## src/hdl/noa_pkg.sv

```systemverilog
// Shared types, constants and helpers for the nearest object association unit.
package noa_pkg;

    localparam int MAX_OBJECTS_DEF = 16;
    localparam int COUNT_W         = 5;
    localparam int SLOT_W          = 4;
    localparam int POS_W           = 12;
    localparam int ABS_W           = 12;
    localparam int SQ_W            = 24;
    localparam int DIST_W          = 25;
    localparam int APB_ADDR_W      = 3;
    localparam int APB_DATA_W      = 32;

    localparam logic REG_OBJECT_COUNT = 1'b0;

    typedef enum logic {
        OP_LOAD  = 1'b0,
        OP_QUERY = 1'b1
    } op_t;

    typedef struct packed {
        op_t                       operation;
        logic [SLOT_W-1:0]         slot;
        logic signed [POS_W-1:0]   pos_x;
        logic signed [POS_W-1:0]   pos_y;
    } cmd_t;

    typedef struct packed {
        logic                      found;
        logic [SLOT_W-1:0]         nearest_slot;
        logic [DIST_W-1:0]         distance_squared;
    } result_t;

    typedef struct packed {
        logic valid;
        logic last;
    } tag_t;

    typedef enum logic [1:0] {
        SEQ_IDLE,
        SEQ_WALK,
        SEQ_DRAIN
    } seq_state_t;

    function automatic int idx_width(input int n);
        return (n > 1) ? $clog2(n) : 1;
    endfunction

endpackage

```

## src/hdl/noa_table.sv

```systemverilog
// Object position table: one write port, one registered read port.
module noa_table
    import noa_pkg::*;
#(
    parameter int MAX_OBJECTS = MAX_OBJECTS_DEF,
    localparam int IDX_W = idx_width(MAX_OBJECTS)
)
(
    input  logic                    clk,
    input  logic                    wr_en,
    input  logic [IDX_W-1:0]        wr_addr,
    input  logic signed [POS_W-1:0] wr_x,
    input  logic signed [POS_W-1:0] wr_y,
    input  logic [IDX_W-1:0]        rd_addr,
    output logic signed [POS_W-1:0] rd_x,
    output logic signed [POS_W-1:0] rd_y
);

    logic signed [POS_W-1:0] mem_x [MAX_OBJECTS];
    logic signed [POS_W-1:0] mem_y [MAX_OBJECTS];
    logic signed [POS_W-1:0] rd_x_reg;
    logic signed [POS_W-1:0] rd_y_reg;

    always_ff @(posedge clk)
    begin
        if (wr_en)
        begin
            mem_x[wr_addr] <= wr_x;
            mem_y[wr_addr] <= wr_y;
        end
    end

    always_ff @(posedge clk)
    begin
        rd_x_reg <= mem_x[rd_addr];
        rd_y_reg <= mem_y[rd_addr];
    end

    assign rd_x = rd_x_reg;
    assign rd_y = rd_y_reg;

endmodule

```

## src/hdl/noa_dist.sv

```systemverilog
// Pipelined squared-distance unit shared by every slot of a query.
module noa_dist
    import noa_pkg::*;
#(
    parameter int MAX_OBJECTS = MAX_OBJECTS_DEF,
    localparam int IDX_W = idx_width(MAX_OBJECTS)
)
(
    input  logic                    clk,
    input  logic                    rst_n,
    input  tag_t                    issue,
    input  logic [IDX_W-1:0]        issue_idx,
    input  logic signed [POS_W-1:0] query_x,
    input  logic signed [POS_W-1:0] query_y,
    input  logic signed [POS_W-1:0] obj_x,
    input  logic signed [POS_W-1:0] obj_y,
    output tag_t                    out_tag,
    output logic [IDX_W-1:0]        out_idx,
    output logic [DIST_W-1:0]       out_dist
);

    tag_t             tag0_reg, tag1_reg, tag2_reg, tag3_reg;
    logic [IDX_W-1:0] idx0_reg, idx1_reg, idx2_reg, idx3_reg;
    logic [ABS_W-1:0] ax_reg, ay_reg;
    logic [ABS_W-1:0] ax_next, ay_next;
    logic [SQ_W-1:0]  sqx_reg, sqy_reg;
    logic [DIST_W-1:0] dist_reg;

    function automatic logic [ABS_W-1:0] abs_diff(
        input logic signed [POS_W-1:0] a,
        input logic signed [POS_W-1:0] b
    );
        logic signed [POS_W:0] d;
        d = {a[POS_W-1], a} - {b[POS_W-1], b};
        return d[POS_W] ? ABS_W'(-d) : ABS_W'(d);
    endfunction

    always_comb
    begin
        ax_next = abs_diff(query_x, obj_x);
        ay_next = abs_diff(query_y, obj_y);
    end

    always_ff @(posedge clk or negedge rst_n)
    begin
        if (!rst_n)
        begin
            tag0_reg <= '0;
            tag1_reg <= '0;
            tag2_reg <= '0;
            tag3_reg <= '0;
        end
        else
        begin
            tag0_reg <= issue;
            tag1_reg <= tag0_reg;
            tag2_reg <= tag1_reg;
            tag3_reg <= tag2_reg;
        end
    end

    always_ff @(posedge clk)
    begin
        idx0_reg <= issue_idx;
        idx1_reg <= idx0_reg;
        idx2_reg <= idx1_reg;
        idx3_reg <= idx2_reg;
        ax_reg   <= ax_next;
        ay_reg   <= ay_next;
        sqx_reg  <= SQ_W'(ax_reg) * SQ_W'(ax_reg);
        sqy_reg  <= SQ_W'(ay_reg) * SQ_W'(ay_reg);
        dist_reg <= DIST_W'(sqx_reg) + DIST_W'(sqy_reg);
    end

    assign out_tag  = tag3_reg;
    assign out_idx  = idx3_reg;
    assign out_dist = dist_reg;

endmodule

```

## src/hdl/noa_seq.sv

```systemverilog
// Query sequencer: slot walk, running minimum and result strobe.
module noa_seq
    import noa_pkg::*;
#(
    parameter int MAX_OBJECTS = MAX_OBJECTS_DEF,
    localparam int IDX_W = idx_width(MAX_OBJECTS)
)
(
    input  logic                    clk,
    input  logic                    rst_n,
    input  logic                    start,
    input  cmd_t                    cmd,
    input  logic [COUNT_W-1:0]      object_count,
    output logic                    busy,
    output logic                    wr_en,
    output logic [IDX_W-1:0]        wr_addr,
    output tag_t                    issue,
    output logic [IDX_W-1:0]        issue_idx,
    output logic signed [POS_W-1:0] query_x,
    output logic signed [POS_W-1:0] query_y,
    input  tag_t                    d_tag,
    input  logic [IDX_W-1:0]        d_idx,
    input  logic [DIST_W-1:0]       d_dist,
    output logic                    result_valid,
    output result_t                 result
);

    seq_state_t              state_reg, state_next;
    logic [COUNT_W-1:0]      cnt_reg;
    logic [COUNT_W-1:0]      limit_reg;
    logic [COUNT_W-1:0]      limit_now;
    logic signed [POS_W-1:0] qx_reg, qy_reg;
    logic [DIST_W-1:0]       best_d_reg;
    logic [IDX_W-1:0]        best_slot_reg;
    logic                    result_valid_reg;
    result_t                 result_reg;
    logic                    accept;
    logic                    query_go;
    logic                    empty_go;
    logic                    take;
    logic [DIST_W-1:0]       new_d;
    logic [IDX_W-1:0]        new_slot;

    always_comb
    begin
        limit_now = (int'(object_count) > MAX_OBJECTS) ? COUNT_W'(MAX_OBJECTS)
                                                       : object_count;
        accept    = start && (state_reg == SEQ_IDLE);
        query_go  = accept && (cmd.operation == OP_QUERY);
        empty_go  = query_go && (limit_now == '0);
        take      = (d_idx == '0) || (d_dist < best_d_reg);
        new_d     = take ? d_dist : best_d_reg;
        new_slot  = take ? d_idx : best_slot_reg;
    end

    always_comb
    begin
        state_next = state_reg;
        case (state_reg)
            SEQ_IDLE:
            begin
                if (query_go && !empty_go)
                    state_next = SEQ_WALK;
            end
            SEQ_WALK:
            begin
                if (cnt_reg == limit_reg - 1'b1)
                    state_next = SEQ_DRAIN;
            end
            SEQ_DRAIN:
            begin
                if (d_tag.valid && d_tag.last)
                    state_next = SEQ_IDLE;
            end
            default:
            begin
                state_next = SEQ_IDLE;
            end
        endcase
    end

    always_comb
    begin
        busy       = (state_reg != SEQ_IDLE);
        wr_en      = accept && (cmd.operation == OP_LOAD) && (int'(cmd.slot) < MAX_OBJECTS);
        wr_addr    = IDX_W'(cmd.slot);
        issue.valid = (state_reg == SEQ_WALK);
        issue.last  = (state_reg == SEQ_WALK) && (cnt_reg == limit_reg - 1'b1);
        issue_idx  = IDX_W'(cnt_reg);
        query_x    = qx_reg;
        query_y    = qy_reg;
        result_valid = result_valid_reg;
        result     = result_reg;
    end

    always_ff @(posedge clk or negedge rst_n)
    begin
        if (!rst_n)
        begin
            state_reg        <= SEQ_IDLE;
            cnt_reg          <= '0;
            result_valid_reg <= 1'b0;
        end
        else
        begin
            state_reg        <= state_next;
            result_valid_reg <= (d_tag.valid && d_tag.last) || empty_go;
            if (query_go)
                cnt_reg <= '0;
            else if (state_reg == SEQ_WALK)
                cnt_reg <= cnt_reg + 1'b1;
        end
    end

    always_ff @(posedge clk)
    begin
        if (query_go)
        begin
            limit_reg <= limit_now;
            qx_reg    <= cmd.pos_x;
            qy_reg    <= cmd.pos_y;
        end
        if (d_tag.valid)
        begin
            best_d_reg    <= new_d;
            best_slot_reg <= new_slot;
        end
        if (d_tag.valid && d_tag.last)
        begin
            result_reg.found            <= 1'b1;
            result_reg.nearest_slot     <= SLOT_W'(new_slot);
            result_reg.distance_squared <= new_d;
        end
        else if (empty_go)
        begin
            result_reg <= '0;
        end
    end

    a_drain_before_idle: assert property (@(posedge clk) disable iff (!rst_n)
        d_tag.valid |-> state_reg != SEQ_IDLE)
        else $error("distance pipeline active while sequencer idle");

    a_last_gives_result: assert property (@(posedge clk) disable iff (!rst_n)
        d_tag.valid && d_tag.last |=> result_valid && result.found)
        else $error("last slot compared but no found result");

    a_found_from_walk: assert property (@(posedge clk) disable iff (!rst_n)
        result_valid && result.found |-> $past(d_tag.valid && d_tag.last))
        else $error("found result without a completed walk");

    a_no_accept_busy: assert property (@(posedge clk) disable iff (!rst_n)
        state_reg == SEQ_WALK |=> state_reg != SEQ_IDLE)
        else $error("walk returned to idle without draining");

endmodule

```

## src/hdl/nearest_object_association_unit.sv

```systemverilog
// Top level of the nearest object association unit with its APB register.
// A load word (start with busy low) writes one table slot and returns no
// result. A query word walks slots 0 .. min(object_count, MAX_OBJECTS)-1
// through one pipelined distance-and-compare unit, one slot per cycle, and
// holds busy until the last slot has passed the table read, difference,
// square and sum registers and been compared.
// The result strobe rises for one cycle as busy falls, and the receiver
// cannot stall it. An empty table gives found = 0 in the cycle after the
// query without raising busy.
module nearest_object_association_unit
    import noa_pkg::*;
#(
    parameter int MAX_OBJECTS = MAX_OBJECTS_DEF,
    localparam int IDX_W = idx_width(MAX_OBJECTS)
)
(
    input  logic                  clk,
    input  logic                  rst_n,
    input  logic                  start,
    input  cmd_t                  cmd,
    output logic                  busy,
    output logic                  result_valid,
    output result_t               result,
    input  logic                  psel,
    input  logic                  penable,
    input  logic                  pwrite,
    input  logic [APB_ADDR_W-1:0] paddr,
    input  logic [APB_DATA_W-1:0] pwdata,
    output logic [APB_DATA_W-1:0] prdata,
    output logic                  pready
);

    logic [COUNT_W-1:0]      count_reg;
    logic                    wr_en;
    logic [IDX_W-1:0]        wr_addr;
    tag_t                    issue;
    logic [IDX_W-1:0]        issue_idx;
    logic signed [POS_W-1:0] query_x, query_y;
    logic signed [POS_W-1:0] obj_x, obj_y;
    tag_t                    d_tag;
    logic [IDX_W-1:0]        d_idx;
    logic [DIST_W-1:0]       d_dist;

    assign pready = 1'b1;

    always_ff @(posedge clk or negedge rst_n)
    begin
        if (!rst_n)
            count_reg <= '0;
        else if (psel && penable && pwrite && (paddr[2] == REG_OBJECT_COUNT))
            count_reg <= pwdata[COUNT_W-1:0];
    end

    always_comb
    begin
        prdata = '0;
        if (paddr[2] == REG_OBJECT_COUNT)
            prdata = APB_DATA_W'(count_reg);
    end

    noa_seq #(.MAX_OBJECTS(MAX_OBJECTS)) u_seq (
        .clk          (clk),
        .rst_n        (rst_n),
        .start        (start),
        .cmd          (cmd),
        .object_count (count_reg),
        .busy         (busy),
        .wr_en        (wr_en),
        .wr_addr      (wr_addr),
        .issue        (issue),
        .issue_idx    (issue_idx),
        .query_x      (query_x),
        .query_y      (query_y),
        .d_tag        (d_tag),
        .d_idx        (d_idx),
        .d_dist       (d_dist),
        .result_valid (result_valid),
        .result       (result)
    );

    noa_table #(.MAX_OBJECTS(MAX_OBJECTS)) u_table (
        .clk     (clk),
        .wr_en   (wr_en),
        .wr_addr (wr_addr),
        .wr_x    (cmd.pos_x),
        .wr_y    (cmd.pos_y),
        .rd_addr (issue_idx),
        .rd_x    (obj_x),
        .rd_y    (obj_y)
    );

    noa_dist #(.MAX_OBJECTS(MAX_OBJECTS)) u_dist (
        .clk       (clk),
        .rst_n     (rst_n),
        .issue     (issue),
        .issue_idx (issue_idx),
        .query_x   (query_x),
        .query_y   (query_y),
        .obj_x     (obj_x),
        .obj_y     (obj_y),
        .out_tag   (d_tag),
        .out_idx   (d_idx),
        .out_dist  (d_dist)
    );

endmodule
```

## config.mk

```make
export PLATFORM = sky130hd
export DESIGN_NAME = nearest_object_association_unit
export DESIGN_NICKNAME = d
export VERILOG_FILES = /design/src/hdl/noa_pkg.sv /design/src/hdl/noa_table.sv /design/src/hdl/noa_dist.sv /design/src/hdl/noa_seq.sv /design/src/hdl/nearest_object_association_unit.sv
export SDC_FILE = /design/constraint.sdc
export NUM_CORES = 1
export LEC_CHECK = 0
export ABC_AREA = 1
export CORE_UTILIZATION = 55
export CTS_CLUSTER_DIAMETER = 60
export DETAILED_ROUTE_END_ITERATION = 8
export DONT_BUFFER_PORTS = 1
export GPL_TIMING_DRIVEN = 0
export PLACE_DENSITY = 0.68
export SYNTH_ARGS = -nofsm -noshare
export SYNTH_HDL_FRONTEND = slang
export SYNTH_SLANG_ARGS = --single-unit
```

## constraint.sdc

```tcl
create_clock -name clk -period 6.78 [get_ports clk]
set_input_delay 0.678 -clock clk [delete_from_list [all_inputs] [get_ports clk]]
set_output_delay 0.678 -clock clk [all_outputs]
set_load 0.005 [all_outputs]
```

==> qor.yml <==
setup_tns_ns: 0
slew_headroom_pct: 27.9
ys_types: 57
yosys_register_bits: 628
rsz0062_at_grt: "false"
async_flop_share_pct: 3.34
syn_inst: 3294
drv_cap: 0
worst_setup_path_start_kind: "flip-flop"
end_kind: "flip-flop"
synth-edff-count: 471
cts_tree: "yes"
via_per_inst: 5.50
fp.dieH_um: 250
grt_pass1_vias: 23800
grt_pass1_wl_um: 128000
clockBufferDepth: 3
syn_area_um2: 34000
worst-path-max-fanout: 10
nFillCells: 4853
drt_drc_violations_left: 0
crit_arrival_ns: 5.89
cts_buffers: 71
dieArea_um2: 62700
grt-ovfl-total: 0
post-place-ws_ns: 1.39
fin_nets: 3823
cts_resized: 0
dp_hpwl_um: 59400
area_growth_pct: 11.1
yosys_warnings: 0
firstDrtPassIters: 5
syn_avg_cell_area_um2: 10.3
final_common_cell: "inv_1"
fmax_ghz: 0.185
dr.first_iter.drc_count: 1913
yosys_most_used_dff: "edfxtp_1"
fin_crit_ns: 5.41
cts.sinks: 628
start_util_pct: 56.0
vias: 23300
multi_input_area_um2: 13900
hold_class: "in -> reg"
grt_max_degree: 32
skew_ns: 0.0205
status: "complete, no violations"
slew_violations: 0
antenna_found_initial: 0
place_inst: 4109
wl_um: 80900
tightest_slew_ns: 1.08
seq_area_um2: 17400
num_rows: 90
post_cts_buffers: 0
drive_gt1_share_pct: 6.91
grt_usage_pct: 26.4
h-tree-depth: 3
die_w_um: 250
setup_ws_ns: 1.37
path_clk_slew_ns: 0.07
cts_root_buffer: "clkbuf_16"
hold_buffers: 2
port_buffers: 0
core_um2: 60700
worst-setup-path-type: "reg -> reg"
ys_seq_area_share_pct: 51.2
avgRoutedWirePerCell_um: 19.1
finalHoldViolCount: 0
cp_data_required_time_ns: 7.26
final_cell_mix: "inv_1, nand2_1, edfxtp_1"
min_period_over_period_pct: 79.9
worstSkewPairLatency_ns: 0.61
final_cells: 4243
ios: 135
finalSetupViolCount: 0
gp_congestion: 0.870
ant_nets: 0
-- synth_stat cells (all sizes together) (2+ instances only) --
| cell type | instances | area [µm²] |
|---|---|---|
| o21ai | 140 | 712 |
| fa | 160 | 3200 |
| and2 | 3 | 21.3 |
| dfrtp | 21 | 526 |
| o32ai | 57 | 499 |
| or2 | 3 | 18.8 |
| a21boi | 5 | 37.5 |
| o211ai | 12 | 90.1 |
| conb | 2 | 7.51 |
| a211oi | 5 | 37.5 |
| a21oi | 97 | 500 |
| nor3 | 15 | 80.1 |
| nand3b | 13 | 97.6 |
| nor2 | 370 | 1410 |
| nor4 | 4 | 25.0 |
| o21a | 8 | 60.1 |
| ha | 191 | 2390 |
| nand3 | 132 | 676 |
| nand2 | 525 | 2010 |
| dfxtp | 136 | 2720 |
| a21o | 3 | 22.5 |
| inv | 565 | 2120 |
| xnor2 | 30 | 263 |
| clkinv | 2 | 7.51 |
| nand4 | 22 | 144 |
| o21bai | 6 | 45.0 |
| o2111ai | 2 | 17.5 |
| o221ai | 39 | 342 |
| xor2 | 62 | 543 |
| buf | 63 | 399 |
| mux2i | 39 | 390 |
| edfxtp | 471 | 14100 |
| clkbuf | 75 | 282 |
| a31oi | 9 | 56.3 |
-- final cells by class --
type / instances / share of cell area [%]
buffer: 138 / 1.80
sequential: 628 / 46.1
inverter: 567 / 5.64
tap: 782 / 2.59
timing repair buffer: 9 / 0.491
clock inverter: 42 / 1.23
multi-input combinational: 1987 / 36.9
antenna: 1 / 0.00663
clock buffer: 89 / 5.22
-- worst max-delay path, stage by stage, from the launching register on --
cell and delay [ns]:
dfxtp_1 0.48, clkbuf_1 0.47, nand2_1 0.18, inv_1 0.12, fa_1 0.45, fa_1 0.51, inv_1 0.05, fa_1 0.52
inv_1 0.05, fa_1 0.52, inv_1 0.05, fa_1 0.52, inv_1 0.04, ha_1 0.34, nand2_1 0.08, nand2_1 0.06
a31oi_1 0.14, nand2_1 0.09, a31oi_1 0.29, o21bai_1 0.13, xor2_1 0.16
-- cells by family after synthesis --
group	count (synthesis)	share of synthesized area, %
XOR/XNOR	92	2.37
other	2	0.0221
flip-flops	628	51.2
buffers and inverters	705	8.28
AND/OR/NAND/NOR	1089	13.3
AO/OA/AOI/OAI	388	7.25
multiplexers	39	1.15
adder cells (fa/ha/maj)	351	16.5
-- per-stage QoR --
step | hold slack [ns] | util (%) | instance area (µm²)
final | 0.146 | 62.2 | 37700
after global routing | 0.118 | 62.2 | 37700
after CTS | 0.121 | 62.2 | 37700
after detailed placement | 0.312 | 58.1 | 35300
after global placement | 0.314 | 57.7 | 35000
after floorplan | 0.310 | - | 34100
-- path summary, 6_finish.rpt --
check | slack [ns] | start | end | depth (start not counted)
worst min register to register | 0.33 | u_dist.idx1_reg[1] | u_dist.idx2_reg[1] | 0
worst max-delay path | 1.37 | u_dist.ax_reg[4] | u_dist.sqx_reg[17] | 20
min in group asynchronous | 0.55 | rst_n | u_dist.tag2_reg[0] | 2
worst min-delay path | 0.15 | cmd[7] | u_table.mem_y[12][7] | 0
worst max register to register | 1.37 | u_dist.ax_reg[4] | u_dist.sqx_reg[17] | 20
max in group asynchronous | 6.05 | rst_n | u_dist.out_tag[1] | 2
-- metal layers --
layer | part of all wire [%] | global-route usage, %
met1 | 40 | 33.1
met2 | 48 | 45.1
met3 | 7.3 | 5.03
met4 | 4.0 | 10.4
met5 | 0 | 0
Power is left out: the tool's default activity adds up to more than one toggle a clock period on the data nets, which glitch-free logic cannot reach.
